==> src/sv/pch_pkg.sv <==
// Package for the legacy PC port hub: transaction structs, request codes,
// port addresses and the axis count helper. No dependencies.
package pch_pkg;

  localparam int unsigned PCH_NUM_AXES   = 4;
  localparam int unsigned PCH_MAX_AXES   = 4;
  localparam int unsigned PCH_PROD_W     = 26;
  localparam int unsigned PCH_CNT_W      = 10;

  typedef enum logic [2:0] {
    REQ_PORT_WR    = 3'd0,
    REQ_PORT_RD    = 3'd1,
    REQ_RAISE_IRQ  = 3'd2,
    REQ_TAKE_VEC   = 3'd3,
    REQ_JOY_UPDATE = 3'd4
  } pch_req_e;

  localparam logic [15:0] PCH_PORT_GAME     = 16'h0201;
  localparam logic [15:0] PCH_PORT_MASK_MST = 16'h0021;
  localparam logic [15:0] PCH_PORT_MASK_SLV = 16'h00A1;
  localparam logic [15:0] PCH_PORT_SPK_CTRL = 16'h0061;
  localparam logic [15:0] PCH_PORT_TMR_CH2  = 16'h0042;
  localparam logic [15:0] PCH_PORT_TMR_CTRL = 16'h0043;

  localparam logic [1:0] TMR_SEL_CH2   = 2'd2;
  localparam logic [1:0] TMR_ACC_LATCH = 2'd0;
  localparam logic [1:0] TMR_ACC_LSB   = 2'd1;
  localparam logic [1:0] TMR_ACC_MSB   = 2'd2;
  localparam logic [1:0] TMR_ACC_ALT   = 2'd3;

  localparam logic [7:0] PCH_VEC_BASE_MST = 8'h08;
  localparam logic [7:0] PCH_VEC_BASE_SLV = 8'h70;
  localparam int unsigned PCH_CASCADE_BIT = 2;

  typedef struct packed {
    logic [2:0]         req_type;
    logic [15:0]        port_addr;
    logic [7:0]         write_data;
    logic [3:0]         irq_line;
    logic signed [15:0] axis_pos0;
    logic signed [15:0] axis_pos1;
    logic signed [15:0] axis_pos2;
    logic signed [15:0] axis_pos3;
    logic [3:0]         button_bits;
    logic               stick_present;
  } pch_req_t;

  typedef struct packed {
    logic [7:0]  read_data;
    logic        read_handled;
    logic [7:0]  vector_num;
    logic        vector_valid;
    logic [15:0] speaker_reload;
    logic        speaker_on;
  } pch_rsp_t;

  typedef struct packed {
    logic       valid;
    logic [7:0] num;
  } pch_vec_t;

  // 6 + floor(prod / 65535), prod = offset * 1000 < 2^26.
  // prod = q*65535 + (q + r) with q = prod >> 16, r = low 16 bits; q + r < 2*65535.
  function automatic logic [PCH_CNT_W-1:0] pch_stick_ticks(input logic [PCH_PROD_W-1:0] prod);
    logic [PCH_CNT_W-1:0] q;
    logic [16:0]          s;
    logic                 inc;
    q   = prod[PCH_PROD_W-1:16];
    s   = {7'd0, q} + {1'b0, prod[15:0]};
    inc = (s >= 17'd65535);
    return q + {{(PCH_CNT_W-1){1'b0}}, inc} + PCH_CNT_W'(6);
  endfunction

  // Centered stick: offset 32768.
  localparam logic [PCH_CNT_W-1:0] PCH_AXIS_RESET = pch_stick_ticks(PCH_PROD_W'(32768 * 1000));

endpackage

==> src/sv/pch_in_stage.sv <==
// Input register of the port hub; also forms the axis offset products.
// Depends on pch_pkg.
module pch_in_stage #(
  parameter int unsigned NUM_AXES = pch_pkg::PCH_NUM_AXES
) (
  input  logic                 clk_i,
  input  logic                 rst_ni,
  input  logic                 req_valid_i,
  output logic                 req_ready_o,
  input  pch_pkg::pch_req_t    req_i,
  input  logic                 advance_i,
  output logic                 item_valid_o,
  output pch_pkg::pch_req_t    item_o,
  output logic [NUM_AXES-1:0][pch_pkg::PCH_PROD_W-1:0] prod_o
);
  import pch_pkg::*;

  logic                                   valid_q, valid_d;
  logic                                   accept;
  pch_req_t                               item_q;
  logic [NUM_AXES-1:0][PCH_PROD_W-1:0]    prod_q;
  logic [PCH_MAX_AXES-1:0][15:0]          pos;

  assign req_ready_o = !valid_q || advance_i;
  assign accept      = req_valid_i && req_ready_o;

  always_comb begin
    valid_d = valid_q;
    if (accept) begin
      valid_d = 1'b1;
    end else if (advance_i) begin
      valid_d = 1'b0;
    end
  end

  assign pos = {req_i.axis_pos3, req_i.axis_pos2, req_i.axis_pos1, req_i.axis_pos0};

  always_ff @(posedge clk_i or negedge rst_ni) begin
    if (!rst_ni) begin
      valid_q <= 1'b0;
    end else begin
      valid_q <= valid_d;
    end
  end

  for (genvar a = 0; a < NUM_AXES; a++) begin : g_prod
    logic [15:0] offs;
    // pos + 32768 is the sign bit flipped
    assign offs = {~pos[a][15], pos[a][14:0]};
    always_ff @(posedge clk_i) begin
      if (accept) begin
        prod_q[a] <= PCH_PROD_W'(offs) * PCH_PROD_W'(1000);
      end
    end
  end

  always_ff @(posedge clk_i) begin
    if (accept) begin
      item_q <= req_i;
    end
  end

  assign item_valid_o = valid_q;
  assign item_o       = item_q;
  assign prod_o       = prod_q;

endmodule

==> src/sv/pch_pic.sv <==
// Interrupt mask registers, pending latch and lowest-line vector pick.
// Depends on pch_pkg.
module pch_pic (
  input  logic              clk_i,
  input  logic              rst_ni,
  input  logic              fire_i,
  input  pch_pkg::pch_req_t item_i,
  output logic [7:0]        mask_master_o,
  output logic [7:0]        mask_slave_o,
  output pch_pkg::pch_vec_t vec_o
);
  import pch_pkg::*;

  logic [7:0]  mask_master_q, mask_master_d;
  logic [7:0]  mask_slave_q, mask_slave_d;
  logic [15:0] pending_q, pending_d;
  logic [15:0] masked, elig;
  logic [3:0]  idx;
  logic        is_wr;

  assign masked = {mask_slave_q | {8{mask_master_q[PCH_CASCADE_BIT]}}, mask_master_q};
  assign elig   = pending_q & ~masked;

  always_comb begin
    idx = 4'd0;
    for (int i = 15; i >= 0; i--) begin
      if (elig[i]) begin
        idx = 4'(i);
      end
    end
  end

  always_comb begin
    vec_o.valid = (item_i.req_type == REQ_TAKE_VEC) && (|elig);
    vec_o.num   = 8'h00;
    if (vec_o.valid) begin
      vec_o.num = (idx[3] ? PCH_VEC_BASE_SLV : PCH_VEC_BASE_MST) + {5'd0, idx[2:0]};
    end
  end

  assign is_wr = item_i.req_type == REQ_PORT_WR;

  always_comb begin
    mask_master_d = mask_master_q;
    mask_slave_d  = mask_slave_q;
    pending_d     = pending_q;
    if (fire_i) begin
      if (is_wr && item_i.port_addr == PCH_PORT_MASK_MST) begin
        mask_master_d = item_i.write_data;
      end
      if (is_wr && item_i.port_addr == PCH_PORT_MASK_SLV) begin
        mask_slave_d = item_i.write_data;
      end
      if (item_i.req_type == REQ_RAISE_IRQ) begin
        pending_d = pending_q | (16'd1 << item_i.irq_line);
      end
      if (vec_o.valid) begin
        pending_d = pending_q & ~(16'd1 << idx);
      end
    end
  end

  always_ff @(posedge clk_i or negedge rst_ni) begin
    if (!rst_ni) begin
      mask_master_q <= 8'hFF;
      mask_slave_q  <= 8'hFF;
      pending_q     <= 16'h0000;
    end else begin
      mask_master_q <= mask_master_d;
      mask_slave_q  <= mask_slave_d;
      pending_q     <= pending_d;
    end
  end

  assign mask_master_o = mask_master_q;
  assign mask_slave_o  = mask_slave_q;

endmodule

==> src/sv/pch_gameport.sv <==
// Game port: axis counts, one-shot counters, buttons and presence flag.
// Depends on pch_pkg.
module pch_gameport #(
  parameter int unsigned NUM_AXES = pch_pkg::PCH_NUM_AXES
) (
  input  logic              clk_i,
  input  logic              rst_ni,
  input  logic              fire_i,
  input  pch_pkg::pch_req_t item_i,
  input  logic [NUM_AXES-1:0][pch_pkg::PCH_PROD_W-1:0] prod_i,
  output logic [7:0]        rd_data_o
);
  import pch_pkg::*;

  logic [NUM_AXES-1:0][PCH_CNT_W-1:0]   count_q, count_d;
  logic [NUM_AXES-1:0][PCH_CNT_W-1:0]   shot_q, shot_d;
  logic [3:0]                           button_q, button_d;
  logic                                 present_q, present_d;
  logic                                 game_port, do_load, do_read, do_update;

  assign game_port = item_i.port_addr == PCH_PORT_GAME;
  assign do_load   = fire_i && item_i.req_type == REQ_PORT_WR && game_port;
  assign do_read   = fire_i && item_i.req_type == REQ_PORT_RD && game_port && present_q;
  assign do_update = fire_i && item_i.req_type == REQ_JOY_UPDATE;

  always_comb begin
    rd_data_o = {~button_q, 4'b0000};
    for (int a = 0; a < NUM_AXES; a++) begin
      rd_data_o[a] = |shot_q[a];
    end
    if (!present_q) begin
      rd_data_o = 8'hFF;
    end
  end

  always_comb begin
    count_d   = count_q;
    shot_d    = shot_q;
    button_d  = button_q;
    present_d = present_q;
    for (int a = 0; a < NUM_AXES; a++) begin
      if (do_update) begin
        count_d[a] = pch_stick_ticks(prod_i[a]);
      end
      if (do_load) begin
        shot_d[a] = count_q[a];
      end else if (do_read && (|shot_q[a])) begin
        shot_d[a] = shot_q[a] - PCH_CNT_W'(1);
      end
    end
    if (do_update) begin
      button_d  = item_i.button_bits;
      present_d = item_i.stick_present;
    end
  end

  always_ff @(posedge clk_i or negedge rst_ni) begin
    if (!rst_ni) begin
      count_q   <= {NUM_AXES{PCH_AXIS_RESET}};
      shot_q    <= '0;
      button_q  <= 4'd0;
      present_q <= 1'b1;
    end else begin
      count_q   <= count_d;
      shot_q    <= shot_d;
      button_q  <= button_d;
      present_q <= present_d;
    end
  end

endmodule

==> src/sv/pc_legacy_port_hub.sv <==
// Legacy PC port hub: interrupt masks and vectors, timer channel 2 reload,
// speaker control and game port, one result transaction per request.
// Result path: input register, then result register. Throughput: one transaction per
// cycle while results are taken; all state updates happen in one pass of the second
// stage. Reset: masks 0xFF, timer access alternating low/high, stick present, sticks
// centered, everything else zero. Depends on pch_pkg and the pch_* modules.
module pc_legacy_port_hub #(
  parameter int unsigned NUM_AXES = pch_pkg::PCH_NUM_AXES
) (
  input  logic              clk_i,
  input  logic              rst_ni,
  input  logic              req_valid_i,
  output logic              req_ready_o,
  input  pch_pkg::pch_req_t req_i,
  output logic              rsp_valid_o,
  input  logic              rsp_ready_i,
  output pch_pkg::pch_rsp_t rsp_o
);
  import pch_pkg::*;

  logic                                  item_valid, out_free, fire;
  pch_req_t                              item;
  logic [NUM_AXES-1:0][PCH_PROD_W-1:0]   prod;
  logic [7:0]                            mask_master, mask_slave, game_data;
  pch_vec_t                              vec;

  logic [15:0] reload_q, reload_d;
  logic [1:0]  acc_mode_q, acc_mode_d;
  logic        phase_q, phase_d;
  logic [7:0]  spk_ctrl_q, spk_ctrl_d;
  logic        rsp_valid_q, rsp_valid_d;
  pch_rsp_t    rsp_q, rsp_d;
  logic        is_wr, is_rd;
  logic [7:0]  wd;

  assign out_free = !rsp_valid_q || rsp_ready_i;
  assign fire     = item_valid && out_free;

  pch_in_stage #(.NUM_AXES(NUM_AXES)) u_in_stage (
    .clk_i        (clk_i),
    .rst_ni       (rst_ni),
    .req_valid_i  (req_valid_i),
    .req_ready_o  (req_ready_o),
    .req_i        (req_i),
    .advance_i    (fire),
    .item_valid_o (item_valid),
    .item_o       (item),
    .prod_o       (prod)
  );

  pch_pic u_pic (
    .clk_i         (clk_i),
    .rst_ni        (rst_ni),
    .fire_i        (fire),
    .item_i        (item),
    .mask_master_o (mask_master),
    .mask_slave_o  (mask_slave),
    .vec_o         (vec)
  );

  pch_gameport #(.NUM_AXES(NUM_AXES)) u_gameport (
    .clk_i     (clk_i),
    .rst_ni    (rst_ni),
    .fire_i    (fire),
    .item_i    (item),
    .prod_i    (prod),
    .rd_data_o (game_data)
  );

  assign is_wr = item.req_type == REQ_PORT_WR;
  assign is_rd = item.req_type == REQ_PORT_RD;
  assign wd    = item.write_data;

  // Timer channel 2 latch and speaker control
  always_comb begin
    reload_d   = reload_q;
    acc_mode_d = acc_mode_q;
    phase_d    = phase_q;
    spk_ctrl_d = spk_ctrl_q;
    if (fire && is_wr) begin
      if (item.port_addr == PCH_PORT_SPK_CTRL) begin
        spk_ctrl_d = wd;
      end
      if (item.port_addr == PCH_PORT_TMR_CTRL && wd[7:6] == TMR_SEL_CH2 &&
          wd[5:4] != TMR_ACC_LATCH) begin
        acc_mode_d = wd[5:4];
        phase_d    = 1'b0;
      end
      if (item.port_addr == PCH_PORT_TMR_CH2) begin
        unique case (acc_mode_q)
          TMR_ACC_LSB: reload_d = {8'h00, wd};
          TMR_ACC_MSB: reload_d = {wd, 8'h00};
          default: begin
            // latch code never reaches here after reset; treated as alternating
            if (!phase_q) begin
              reload_d = {reload_q[15:8], wd};
            end else begin
              reload_d = {wd, reload_q[7:0]};
            end
            phase_d = !phase_q;
          end
        endcase
      end
    end
  end

  always_comb begin
    rsp_d                = '0;
    rsp_d.speaker_reload = reload_d;
    rsp_d.speaker_on     = &spk_ctrl_d[1:0];
    rsp_d.vector_valid   = vec.valid;
    rsp_d.vector_num     = vec.num;
    if (is_rd) begin
      rsp_d.read_handled = 1'b1;
      unique case (item.port_addr)
        PCH_PORT_GAME:     rsp_d.read_data = game_data;
        PCH_PORT_MASK_MST: rsp_d.read_data = mask_master;
        PCH_PORT_MASK_SLV: rsp_d.read_data = mask_slave;
        PCH_PORT_SPK_CTRL: rsp_d.read_data = spk_ctrl_q;
        default:           rsp_d.read_handled = 1'b0;
      endcase
    end
  end

  always_comb begin
    rsp_valid_d = rsp_valid_q;
    if (fire) begin
      rsp_valid_d = 1'b1;
    end else if (rsp_ready_i) begin
      rsp_valid_d = 1'b0;
    end
  end

  always_ff @(posedge clk_i or negedge rst_ni) begin
    if (!rst_ni) begin
      reload_q    <= 16'h0000;
      acc_mode_q  <= TMR_ACC_ALT;
      phase_q     <= 1'b0;
      spk_ctrl_q  <= 8'h00;
      rsp_valid_q <= 1'b0;
    end else begin
      reload_q    <= reload_d;
      acc_mode_q  <= acc_mode_d;
      phase_q     <= phase_d;
      spk_ctrl_q  <= spk_ctrl_d;
      rsp_valid_q <= rsp_valid_d;
    end
  end

  always_ff @(posedge clk_i) begin
    if (fire) begin
      rsp_q <= rsp_d;
    end
  end

  assign rsp_valid_o = rsp_valid_q;
  assign rsp_o       = rsp_q;

  a_vec_range: assert property (@(posedge clk_i) disable iff (!rst_ni)
    rsp_valid_o && rsp_o.vector_valid |->
      (rsp_o.vector_num[7:3] == 5'h01 || rsp_o.vector_num[7:3] == 5'h0E))
    else $error("vector number outside both controller ranges");

  a_unclaimed_zero: assert property (@(posedge clk_i) disable iff (!rst_ni)
    rsp_valid_o && !rsp_o.read_handled |-> rsp_o.read_data == 8'h00)
    else $error("unclaimed read carries data");

  a_one_kind: assert property (@(posedge clk_i) disable iff (!rst_ni)
    rsp_valid_o |-> !(rsp_o.read_handled && rsp_o.vector_valid))
    else $error("read and vector in one transaction");

  a_reload_tracks: assert property (@(posedge clk_i) disable iff (!rst_ni)
    rsp_valid_o |-> rsp_o.speaker_reload == reload_q)
    else $error("result reload differs from timer latch");

  a_item_held: assert property (@(posedge clk_i) disable iff (!rst_ni)
    item_valid && !fire |=> item_valid)
    else $error("pending request dropped from input register");

endmodule
==> config.mk <==
export PLATFORM = sky130hd
export DESIGN_NAME = pc_legacy_port_hub
export DESIGN_NICKNAME = d
export VERILOG_FILES = /design/src/sv/pch_pkg.sv /design/src/sv/pch_in_stage.sv /design/src/sv/pch_pic.sv /design/src/sv/pch_gameport.sv /design/src/sv/pc_legacy_port_hub.sv
export SDC_FILE = /design/constraint.sdc
export NUM_CORES = 1
export LEC_CHECK = 0
export BUFFER_PORTS_ARGS = -buffer_cell sky130_fd_sc_hd__buf_2
export CAP_MARGIN = 20
export CORE_MARGIN = 2
export CORE_UTILIZATION = 41
export DETAILED_ROUTE_END_ITERATION = 6
export GPL_ROUTABILITY_DRIVEN = 0
export SLEW_MARGIN = 0
export SYNTH_ARGS = -nofsm -noshare
export SYNTH_HDL_FRONTEND = slang
export SYNTH_SLANG_ARGS = --single-unit
export TNS_END_PERCENT = 10
==> constraint.sdc <==
create_clock -name clk_i -period 3.8 [get_ports clk_i]
set_clock_uncertainty 0.05 [all_clocks]
set_input_delay 0.38 -clock clk_i [delete_from_list [all_inputs] [get_ports clk_i]]
set_output_delay 0.38 -clock clk_i [all_outputs]
set_load 0.05 [all_outputs]
# After elaboration in Yosys (flattened, before gate mapping)
# Cells that the tools add are included.
dict set report op_classes {
  n_eq_ne 13
  bitwise 11
  n_shift 2
  n_mux 43
  mul 4
  n_lt_le_gt_ge 4
  add_sub_neg 17
  n_reduce_logical 44
}
# cell n
set ops {}
lappend ops {{16-bit by 7-bit multiplier with 23-bit output, second input constant} 4}
lappend ops {{10-bit 2-to-1 mux} 8}
lappend ops {{16-bit 2-to-1 mux} 5}
lappend ops {{10-bit by 16-bit adder with 17-bit output} 4}
lappend ops {{17-bit by 16-bit >= comparator with 1-bit output, second input constant} 4}
lappend ops {{4-bit 2-to-1 mux} 16}
lappend ops {{16-bit by 7-bit equality test with 1-bit output, second input constant} 3}
lappend ops {{10-bit by 1-bit adder with 10-bit output} 4}
lappend ops {{10-bit by 3-bit adder with 10-bit output, second input constant} 4}
lappend ops {{10-bit OR reduction} 4}
lappend ops {{10-bit by 1-bit subtractor with 10-bit output, second input constant} 4}
lappend ops {{16-bit AND} 2}
lappend ops {{16-bit NOT} 2}
lappend ops {{16-bit one-hot mux with 2 select lines} 1}
lappend ops {{8-bit one-hot mux with 4 select lines} 1}
lappend ops {{1-bit by 4-bit left shift with 16-bit output, first input constant} 2}
lappend ops {{1-bit logical AND} 17}
lappend ops {{16-bit by 10-bit equality test with 1-bit output, second input constant} 1}
lappend ops {{16-bit by 6-bit equality test with 1-bit output, second input constant} 1}
lappend ops {{16-bit by 8-bit equality test with 1-bit output, second input constant} 1}
lappend ops {{16-bit OR} 1}
lappend ops {{2-bit nonzero test} 8}
lappend ops {{16-bit OR reduction} 1}
lappend ops {{2-bit AND reduction} 6}
lappend ops {{other kinds (18)} 34}
dict set report totals {
  wordCells 174
  out_inout_bits 37
  inputBits 104
  ff_bits 309
}

# Depth between registers and ports, before layout
# Gate-level depths: netlist (run 1).
dict set report logic_depth {
  ltp_word 23
  ltp_mapped 18
  ltp_nobuf 18
}

# Modules after synthesis
# A second synthesis (run 1) with hierarchy kept.
dict set report unflattened {
  cells_unflattened 2605
  hier_area_um2 28135.7
}
# module n_inst area_per_inst_um2 seq_area_each_um2 cells_each
set by_module_without_submodules {}
lappend by_module_without_submodules {pch_in_stage 1 16428.3 5550.3 1337}
lappend by_module_without_submodules {pch_gameport 1 7025.5 2163.3 849}
lappend by_module_without_submodules {pc_legacy_port_hub 1 2865.2 1754.2 243}
lappend by_module_without_submodules {pch_pic 1 1816.7 820.8 176}

# Worst setup path after synthesis (run 1)
# No wires, ideal clock.
dict set report synth_timing {
  path_type {in2reg}
  startpoint {input port req_i[42] in the netlist's numbering}
  endpoint {register u_in_stage.prod_q, in the netlist u_in_stage.prod_o[49], data pin}
  path_buffers 0
  path_slack_ns -0.889
  cell_stages 14
  required_ns 3.488
  arrival_ns 4.377
  setup_ns 0.262
  cell_sequence {inv_1 fa_1 fa_1 fa_1 fa_1 inv_1 ha_1 a21o_1 a211o_1 o31ai_1 a22oi_1 a41o_1 o31ai_1 xnor2_1}
}
dict set report synth_between {
  elab_chain_len 1
}
# element line_no
set synth_lines {}
lappend synth_lines {{start: declaration} pc_legacy_port_hub.sv:14} ;# input pch_pkg::pch_req_t req_i,
lappend synth_lines {{16-bit by 7-bit multiplier with 23-bit output} pch_in_stage.sv:52} ;# prod_q[a] <= PCH_PROD_W'(offs) * PCH_PROD_W'(1000);
lappend synth_lines {{end signal: indexed assignment} pch_in_stage.sv:52}
lappend synth_lines {{end: declaration} pch_in_stage.sv:21} ;# logic [NUM_AXES-1:0][PCH_PROD_W-1:0] prod_q;
# Every way passes these cells.
# A chain may end at the register's enable or synchronous reset.

# Worst setup path in the final report (run 1)
dict set report layout_timing {
  startpoint {input port req_i[39] in the netlist's numbering}
  endpoint {register u_in_stage.prod_q, in the netlist u_in_stage.prod_o[50], data pin}
}
# The elaborated chain is that of the path after synthesis.

==> results.sh, run 1 <==
export IMPL_nNetsFinal=3373
export IMPL_antenna_found_initial=0
export IMPL_met2_usage=0.316
export IMPL_worstMarginPinSlew_ns=1.10
export IMPL_placedInstanceArea_mm2=0.0282
export IMPL_yosysMostFrequentCell="inv_1"
export IMPL_irDropWorstVdd_uv=419
export IMPL_num_rows=89
export IMPL_cts_max_path_buffers=3
export IMPL_dieArea_mm2=0.0615
export IMPL_timing_rr_start="u_in_stage.prod_o[19]"
export IMPL_hp_class="primary input to flip-flop"
export IMPL_ys_warn_count=0
export IMPL_instances_no_fill=3591
export IMPL_clk_pin_slew_worst_paths_ns=0.06
export IMPL_grt_met1_usage=0.223
export IMPL_synthArstFlopShare=0.477
export IMPL_antenna_left=0
export IMPL_fmaxAchievable_mhz=250
export IMPL_fillers=5130
export IMPL_route_detailed_drc=0
export IMPL_cts_buffers=35
export IMPL_synth_largest_area_cell="edfxtp_1"
export IMPL_synth_cells=2301
export IMPL_grt_pass1_vias=18753
export IMPL_final_max_slew_viol_count=0
export IMPL_dp_cells=3480
export IMPL_gr_total_overflow=0
export IMPL_vias=17957
export IMPL_leakage_uw=0.0143
export IMPL_gr_usage_all_layers=0.175
export IMPL_cts_sinks=306
export IMPL_cellPowerDensity_mw_per_mm2=729
export IMPL_status="finished, violations left"
export IMPL_grt_pass1_wl_um=88400
export IMPL_synth_distinct_cells=78
export IMPL_hpwl_um=41200
export IMPL_violations="setup timing"
export IMPL_crit_path_end="u_in_stage.prod_o[50]"
export IMPL_grt_max_degree=94
export IMPL_avgSynthCellArea_um2=10.6
export IMPL_synth_seq_cells=306
export IMPL_ys_flop_type="edfxtp_1"
export IMPL_slew_headroom=0.259
export IMPL_yosys_top_cells_count="inv_1 (371), ha_1 (258), fa_1 (220)"
export IMPL_drt_vias_per_instance=5.00
export IMPL_cts_htree_levels=2
export IMPL_avgRoutedWirePerCell_um=14.7
export IMPL_die_w_um=248
export IMPL_syn_cell_area_mm2=0.0244
export IMPL_fp_coreArea_mm2=0.0589
export IMPL_io_pins=141
export IMPL_rsz0062_at_grt="yes"
export IMPL_port_buffers=139
export IMPL_ff2ff_setup_slack_ns=0.33
export IMPL_endpoint_kind="flip-flop"
export IMPL_crit_arrival_ns=4.24
export IMPL_reg2reg_depth=18
export IMPL_synth_top_area_share=0.197
export IMPL_cts_tree="done"
export IMPL_setup_viol=20
export IMPL_wl_um=52700
export IMPL_finalWorstSetupSlack_ns=-0.195
export IMPL_place_ws_ns=-1.17
export IMPL_num_antenna_cells=0
export IMPL_yosys_top_cells_area="edfxtp_1 (20%), fa_1 (18%), ha_1 (13%), dfrtp_1 (10%), inv_1 (5.7%)"
export IMPL_start_util=0.414
export IMPL_hold_viol_final=0
export IMPL_drv_cap=0
export IMPL_dr_pass1_iters=5
export IMPL_clockRootBuffer="clkbuf_16"
export IMPL_finalCritPeriodShare=1.05
export IMPL_layout_drive_gt1_share=0.258
export IMPL_period_minus_slack_ns=4.00
export IMPL_cp_max_fo=3
export IMPL_syn2layout_area_growth_pct=25.6
export IMPL_cp_start_kind="primary input"
export IMPL_synthesis_nets=2883
export IMPL_first_iter_violations=795
export IMPL_critPathKind="primary input to flip-flop"
export IMPL_fp_dieH_um=248
export IMPL_synth_edf_count=160
export IMPL_finalInstanceArea_mm2=0.0307
export IMPL_yosysSeqAreaShare=0.349
export IMPL_top_usage_layer="met2"
export IMPL_clock_latency_ns=0.57
export IMPL_startpoint="req_i[39]"
export IMPL_r2r_end="u_gameport.count_q[8]"
export IMPL_grt_use_met3=0.0234
export IMPL_critPathRequiredTime_ns=4.05
report_power, final:
part | switching (uW) | leakage, uW | internal, uW | total [uW]
registers | 580 | 0.00331 | 4880 | 5460
logic | 6360 | 0.0103 | 6830 | 13200
clock network | 1450 | 0.000622 | 2240 | 3690
total | 8390 | 0.0143 | 13900 | 22300
final cells by class:
class                      instances  area (um^2)  area share
clock buffer                      47         1010      0.0329
tap                              773          967      0.0316
timing repair buffer             484         3500       0.114
inverter                         371         1430      0.0465
multi-input combinational       1593        15000       0.488
clock inverter                    17          268     0.00874
sequential                       306         8520       0.278
cells in the final DEF, fill, tap and decap left out, drive strengths merged, types with 7 or more instances in the layout:
master         n
fa           220
edfxtp       160
o31ai          7
inv          372
mux2          25
ha           258
or3           15
a22oi         20
nand2b        42
buf          446
nor2          99
xnor2         67
o221a          9
nor4          14
a21oi        150
dfrtp         99
nand2        167
xor2          50
nand3         43
nor2b         34
and3          12
nor3          41
o21bai         8
clkinv         7
clkbuf        47
a21o          29
dfstp         47
o21ai        108
a31oi         26
o211ai         8
nand4         26
dlygate4sd3   38
o21a          20
timing repair:
action                                  CTS  global route
hold endpoints to repair                103             0
resized for setup                        75           107
pin swaps                                57            61
buffers inserted                          0             9
hold buffers                             38             0
endpoints found under the setup margin   33            34
kinds of logic (layout without fill, tap and decap cells):
| group | Yosys count | in the layout | synth area share |
|---|---|---|---|
| AND/OR/NAND/NOR | 521 | 521 | 0.106 |
| adder cells (fa/ha/maj) | 478 | 478 | 0.313 |
| AO/OA/AOI/OAI | 448 | 448 | 0.115 |
| buffers and inverters | 402 | 919 | 0.0631 |
| flip-flops | 306 | 306 | 0.349 |
| XOR/XNOR | 117 | 117 | 0.0420 |
| multiplexers | 28 | 28 | 0.0128 |
| other | 1 | 1 | 0.000154 |
stage by stage:
stage                     TNS (ns)  hold slack, ns  utilization  total power [uW]
after floorplan             -17.17          0.0344            -             13000
after global placement      -33.00           0.396        0.479             17000
after detailed placement    -35.70           0.383        0.479             17300
after CTS                    -2.67          0.0332        0.512             21700
after global routing         -5.90          0.0729        0.520             24400
final                        -1.71          0.0600        0.520             22300
worst min-delay path by stage:
stage                     cells past startpoint                  from  slack [ns]                      to
final                                         3           rsp_ready_i        0.06             rsp_valid_o
after global placement                        2  u_in_stage.item_o[2]        0.40  u_gameport.button_q[1]
after detailed placement                      2  u_in_stage.item_o[4]        0.38  u_gameport.button_q[3]
after global routing                          2              req_i[6]        0.07   u_in_stage.prod_o[82]
after CTS                                     3           rsp_ready_i        0.03             rsp_valid_o
after floorplan                               0                rst_ni        0.03                 phase_q
critical path, cell delays in order:
cell and delay, ns:
buf_6 0.11, fa_1 0.52, fa_1 0.50, inv_1 0.05
fa_1 0.44, fa_1 0.50, inv_1 0.07, ha_4 0.24
buf_4 0.14, a21oi_4 0.13, o2111ai_2 0.12, a31oi_1 0.24
o21ai_1 0.13, or4_4 0.43, a21oi_2 0.16, xnor2_1 0.07
sequential cells by signal, indices dropped and copies added, names as in the netlist:
register                 cells
acc_mode_q                   2
phase_q                      1
reload_q                    16
rsp_o                       32
rsp_valid_o                  1
spk_ctrl_q                   8
u_gameport.button_q          4
u_gameport.count_q          40
u_gameport.present_q         1
u_gameport.shot_q           40
u_in_stage.item_o           36
u_in_stage.item_valid_o      1
u_in_stage.prod_o           92
u_pic.mask_master_o          8
u_pic.mask_slave_o           8
u_pic.pending_q             16
per-layer routing:
layer	up-vias	wire, um
li1	8852	-
met1	8750	23300
met2	283	26700
met3	72	1770
met4	0	1000
met5	-	0
Power figures use the tool's default switching activity.
==> run 2, diff against run 1 <==
- CTS_BUF_LIST: default -> sky130_fd_sc_hd__clkbuf_8
==> run 2 against run 1 <==
The run still ends with setup timing left. Sequential power barely moved. Final area is 0.90% lower. Worst hold slack got worse by 0.0040 ns. Cell count grew 1.2%. Core utilization is 0.47 points lower. Via count rose by 0.42%. First-iteration DRC count increased by 3.9%. Largest power group unchanged.
==> results.sh, run 2 (synthesis gave the netlist of run 1 again) <==
export IMPL_status="finished, violations left"
export IMPL_violations="setup timing"
export IMPL_irDropWorstVdd_uv=359
export IMPL_gr_usage_all_layers=0.174
export IMPL_hp_class="primary input to flip-flop"
export IMPL_cp_start_kind="primary input"
export IMPL_worstMarginPinSlew_ns=0.988
export IMPL_rsz0062_at_grt="yes"
export IMPL_finalCritPeriodShare=1.04
export IMPL_p_total_uw=21500
export IMPL_critPathKind="primary input to flip-flop"
export IMPL_gr_total_overflow=0
export IMPL_largest_reg_flops=92
export IMPL_finalWorstSetupSlack_ns=-0.158
export IMPL_cellPowerDensity_mw_per_mm2=707
export IMPL_grt_pass1_wl_um=88300
export IMPL_num_antenna_cells=0
export IMPL_io_pins=141
export IMPL_leakage_uw=0.0143
export IMPL_cts_max_path_buffers=3
export IMPL_dr_pass1_iters=5
export IMPL_cts_buffers=54
export IMPL_start_util=0.414
export IMPL_period_minus_slack_ns=3.96
export IMPL_cts_sinks=306
export IMPL_wl_um=52300
export IMPL_final_cell_mix="inv_1 (364), buf_4 (305), ha_1 (244)"
export IMPL_antenna_left=0
export IMPL_first_iter_violations=826
export IMPL_route_detailed_drc=0
export IMPL_dieArea_mm2=0.0615
export IMPL_clock_latency_ns=0.61
export IMPL_endpoint_kind="flip-flop"
export IMPL_drv_cap=0
export IMPL_setup_viol=15
export IMPL_dp_cells=3480
export IMPL_hold_viol_final=0
export IMPL_vias=18032
export IMPL_instances_no_fill=3633
export IMPL_finalInstanceArea_mm2=0.0304
export IMPL_clk_pin_slew_worst_paths_ns=0.06
export IMPL_layout_drive_gt1_share=0.255
export IMPL_cts_tree="done"
export IMPL_fp_dieH_um=248
export IMPL_num_rows=89
export IMPL_hpwl_um=41200
export IMPL_fillers=5196
export IMPL_drt_vias_per_instance=4.96
export IMPL_holdPathStages=2
export IMPL_final_max_slew_viol_count=0
export IMPL_place_ws_ns=-1.17
export IMPL_final_common_cell="inv_1"
export IMPL_syn2layout_area_growth_pct=24.4
export IMPL_fin_util=0.516
export IMPL_clockRootBuffer="clkbuf_8"
export IMPL_fmaxAchievable_mhz=253
export IMPL_nNetsFinal=3396
export IMPL_cts_htree_levels=2
export IMPL_crit_arrival_ns=4.26
export IMPL_grt_pass1_vias=18825
export IMPL_critPathRequiredTime_ns=4.11
export IMPL_reg2reg_depth=18
export IMPL_avgRoutedWirePerCell_um=14.4
export IMPL_fp_coreArea_mm2=0.0589
export IMPL_placedInstanceArea_mm2=0.0282
export IMPL_slew_headroom=0.336
export IMPL_cp_max_fo=3
export IMPL_antenna_found_initial=0
export IMPL_grt_max_degree=94
export IMPL_die_w_um=248
export IMPL_port_buffers=139
[run 2: changes by cell type in the layout (fill, tap and decap cells not counted), sizes merged]
cell / before / now
bufinv: 5 / 3
clkbuf: 47 / 69
clkinv: 7 / 12
dlygate4sd3: 38 / 41
inv: 372 / 386
[run 2: metal layers]
metal | vias to the layer above | track usage | share of wire
li1 | 8903 | - | -
met1 | 8758 | 0.221 | 0.44
met2 | 300 | 0.314 | 0.50
met3 | 71 | 0.0217 | 0.034
met4 | 0 | 0.0430 | 0.018
met5 | - | 0 | 0
[run 2: final timing paths]
kind	startpoint	end	slack, ns
worst max-delay path	req_i[41]	u_in_stage.prod_o[49]	-0.16
worst min-delay path	req_i[54]	u_in_stage.prod_o[4]	0.06
worst max register to register	u_in_stage.prod_o[19]	u_gameport.count_q[8]	0.32
worst min register to register	u_in_stage.item_o[3]	u_gameport.button_q[2]	0.42
max in group asynchronous	rst_ni	u_gameport.count_q[6]	2.43
min in group asynchronous	rst_ni	reload_q[14]	0.37
[run 2: timing repair]
item / 4_1_cts / 5_1_grt
buffers inserted: 0 / 10
hold buffers: 40 / 1
hold endpoints to repair: 104 / 1
pin swaps: 50 / 54
setup endpoints to repair: 27 / 34
resized for setup: 68 / 68
[run 2: final cells by class]
type                       count  area (um^2)  area share
clock buffer                  68          936      0.0308
clock inverter                34          230     0.00758
inverter                     371         1420      0.0466
multi-input combinational   1593        14800       0.487
sequential                   306         8520       0.280
tap                          773          967      0.0318
timing repair buffer         488         3500       0.115
[run 2: worst max-delay path, stage by stage]
cell	delay [ns]
buf_8	0.08
inv_6	0.04
fa_1	0.56
fa_1	0.45
fa_1	0.52
fa_1	0.53
inv_2	0.05
ha_4	0.21
nand4_1	0.12
nor3_2	0.06
a211o_1	0.32
o31ai_4	0.22
a22oi_2	0.13
a41o_1	0.27
o31ai_2	0.21
xnor2_1	0.11
[run 2: power by group]
group | internal [uW] | leakage (uW) | total [uW] | switching, uW
clock | 1820 | 0.000659 | 3190 | 1370
sequential | 4880 | 0.00331 | 5450 | 576
combinational | 6620 | 0.0103 | 12800 | 6210
total | 13300 | 0.0143 | 21500 | 8160
[run 2: stage by stage]
| stage | hold WS (ns) | TNS (ns) |
|---|---|---|
| after floorplan | 0.0344 | -17.17 |
| after global placement | 0.396 | -33.00 |
| after detailed placement | 0.383 | -35.70 |
| after CTS | 0.000653 | -1.63 |
| after global routing | 0.0248 | -4.37 |
| final | 0.0560 | -1.08 |
==> run 3, diff against run 2 <==
- clock period: 3.8 -> 5.05 ns (I/O delays scaled with it)
==> run 3 against run 2 <==
The flow now finishes without violations. Die area unchanged. Worst hold slack better by 0.011 ns. Cell count down 7.5%. Count of clock-buffer cells in the layout down 9. Final area down 8.5%.
==> results.sh, run 3 (synthesis gave the netlist of run 1 again) <==
export IMPL_avgRoutedWirePerCell_um=14.8
export IMPL_fmaxAchievable_mhz=220
export IMPL_route_detailed_drc=0
export IMPL_final_cell_mix="inv_1 (383), ha_1 (258), fa_1 (220)"
export IMPL_num_antenna_cells=0
export IMPL_antenna_left=0
export IMPL_io_pins=141
export IMPL_setup_viol=0
export IMPL_grt_pass1_wl_um=85000
export IMPL_cp_max_fo=4
export IMPL_cpPeakStageDelay_ns=0.54
export IMPL_irDropWorstVdd_uv=266
export IMPL_hpwl_um=39200
export IMPL_leakage_uw=0.0129
export IMPL_num_rows=89
export IMPL_cp_buffers_inverters=4
export IMPL_layout_drive_gt1_share=0.141
export IMPL_cp_depth=16
export IMPL_placedInstanceArea_mm2=0.0262
export IMPL_dieArea_mm2=0.0615
export IMPL_fin_util=0.472
export IMPL_hp_class="primary input to flip-flop"
export IMPL_combPwrFrac=0.530
export IMPL_p_int_uw=8390
export IMPL_cts_tree="done"
export IMPL_crit_family="adder cells"
export IMPL_hold_viol_final=0
export IMPL_largest_reg_flops=92
export IMPL_switching_share=0.395
export IMPL_start_util=0.414
export IMPL_ff2ff_setup_slack_ns=1.47
export IMPL_die_w_um=248
export IMPL_cp_start_kind="primary input"
export IMPL_cellPowerDensity_mw_per_mm2=500
export IMPL_syn2layout_area_growth_pct=13.8
export IMPL_gr_total_overflow=0
export IMPL_first_iter_violations=956
export IMPL_fp_coreArea_mm2=0.0589
export IMPL_nNetsFinal=3123
export IMPL_worstMarginPinSlew_ns=1.08
export IMPL_clk_pin_slew_worst_paths_ns=0.06
export IMPL_fp_dieH_um=248
export IMPL_cts_resized=0
export IMPL_port_buffers=139
export IMPL_clockRootBuffer="clkbuf_8"
export IMPL_power_switching_uw=5490
export IMPL_crit_arrival_ns=4.86
export IMPL_period_minus_slack_ns=4.55
export IMPL_holdPathStages=1
export IMPL_pwr_share_seq=0.296
export IMPL_reg2reg_depth=17
export IMPL_grt_pass1_vias=17810
export IMPL_critPathRequiredTime_ns=5.36
export IMPL_dr_pass1_iters=5
export IMPL_wl_um=49800
export IMPL_finalCritPeriodShare=0.900
export IMPL_grt_max_degree=109
export IMPL_cp_cell_sequence="buf_2, inv_1, fa_1, fa_1, fa_1, fa_1, inv_1, ha_1, buf_4, a21oi_1, o2111ai_1, a31oi_1, o21ai_0, or4_1, a21oi_1, xnor2_1"
export IMPL_crit_top_cell="fa_1"
export IMPL_cts_sinks=306
export IMPL_gr_usage_all_layers=0.168
export IMPL_drv_cap=0
export IMPL_cts_buffers=54
export IMPL_antenna_found_initial=0
export IMPL_slew_headroom=0.275
export IMPL_crit_slowest_cell="fa_1"
export IMPL_clock_power_share=0.174
export IMPL_final_common_cell="inv_1"
export IMPL_endpoint_kind="flip-flop"
export IMPL_critPathKind="primary input to flip-flop"
export IMPL_clock_latency_ns=0.63
export IMPL_final_max_slew_viol_count=0
export IMPL_rsz0062_at_grt="no"
export IMPL_finalInstanceArea_mm2=0.0278
export IMPL_cts_htree_levels=2
export IMPL_cts_max_path_buffers=3
export IMPL_vias=16988
export IMPL_status="complete, no violations"
export IMPL_drt_vias_per_instance=5.06
-- run 3: cell count changes in the layout (fill, tap and decap cells not counted), sizes merged, moves of 2 or more --
cell,delta
clkbuf,-10
clkinv,+10
buf,-268
dlygate4sd3,-4
inv,-2
bufinv,+2
-- run 3: final timing paths --
kind / startpoint / to
hold reg to reg: u_in_stage.item_o[0] / u_gameport.present_q
hold / removal: req_i[0] / u_in_stage.item_o[0]
min in group asynchronous: rst_ni / reload_q[14]
setup / recovery: req_i[42] / u_in_stage.prod_o[50]
max in group asynchronous: rst_ni / u_gameport.count_q[1]
setup reg to reg: u_in_stage.prod_o[19] / u_gameport.count_q[9]
-- run 3: routing by layer --
metal	track usage	up-vias	part of all wire
met5	0	-	0
met4	0.0507	0	0.023
met3	0.0218	81	0.033
met2	0.293	287	0.50
met1	0.218	8276	0.45
li1	-	8344	-
-- run 3: worst reg2reg max path, stage by stage, from the launching register on --
cell,delay (ns)
edfxtp_1,0.46
ha_1,0.25
fa_1,0.41
a21o_1,0.20
a21oi_1,0.22
nor2b_1,0.08
o21ai_0,0.16
nand2b_1,0.10
nor2b_1,0.14
o221ai_1,0.18
a21oi_1,0.13
ha_1,0.19
nor3_1,0.28
nor2b_1,0.12
nor2b_1,0.15
nand2_1,0.07
xor2_1,0.17
o21ai_0,0.09
-- run 3: cell type report --
class	instances	area, um^2
fill	5419	31100
multi-input combinational	1593	14400
sequential	306	8520
timing repair buffer	215	1400
inverter	371	1390
tap	773	967
clock buffer	59	812
clock inverter	43	334
-- run 3: metrics by stage --
step	hold slack [ns]	TNS [ns]	power, uW	setup WS [ns]	std cells
after global routing	0.0359	0	15300	0.254	3360
after global placement	0.384	0	11400	0.0207	3219
final	0.0668	0	13900	0.504	3360
after detailed placement	0.385	-0.0755	11500	-0.0635	3220
after floorplan	0.159	0	9740	0.236	2301
after CTS	0.00626	0	14100	0.607	3359
-- run 3: timing repair --
action | 4_1_cts | 5_1_grt
hold buffers | 37 | 0
buffers inserted | 0 | 0
endpoints found under the hold margin | 73 | 0
-- run 3: power groups by stage --
stage | clock network (uW) | registers (uW) | logic, uW
after floorplan | 0 | 4040 | 5700
after detailed placement | 0 | 4150 | 7370
after global placement | 0 | 4140 | 7220
final | 2420 | 4100 | 7360
after CTS | 2520 | 4110 | 7450
after global routing | 2620 | 4180 | 8520
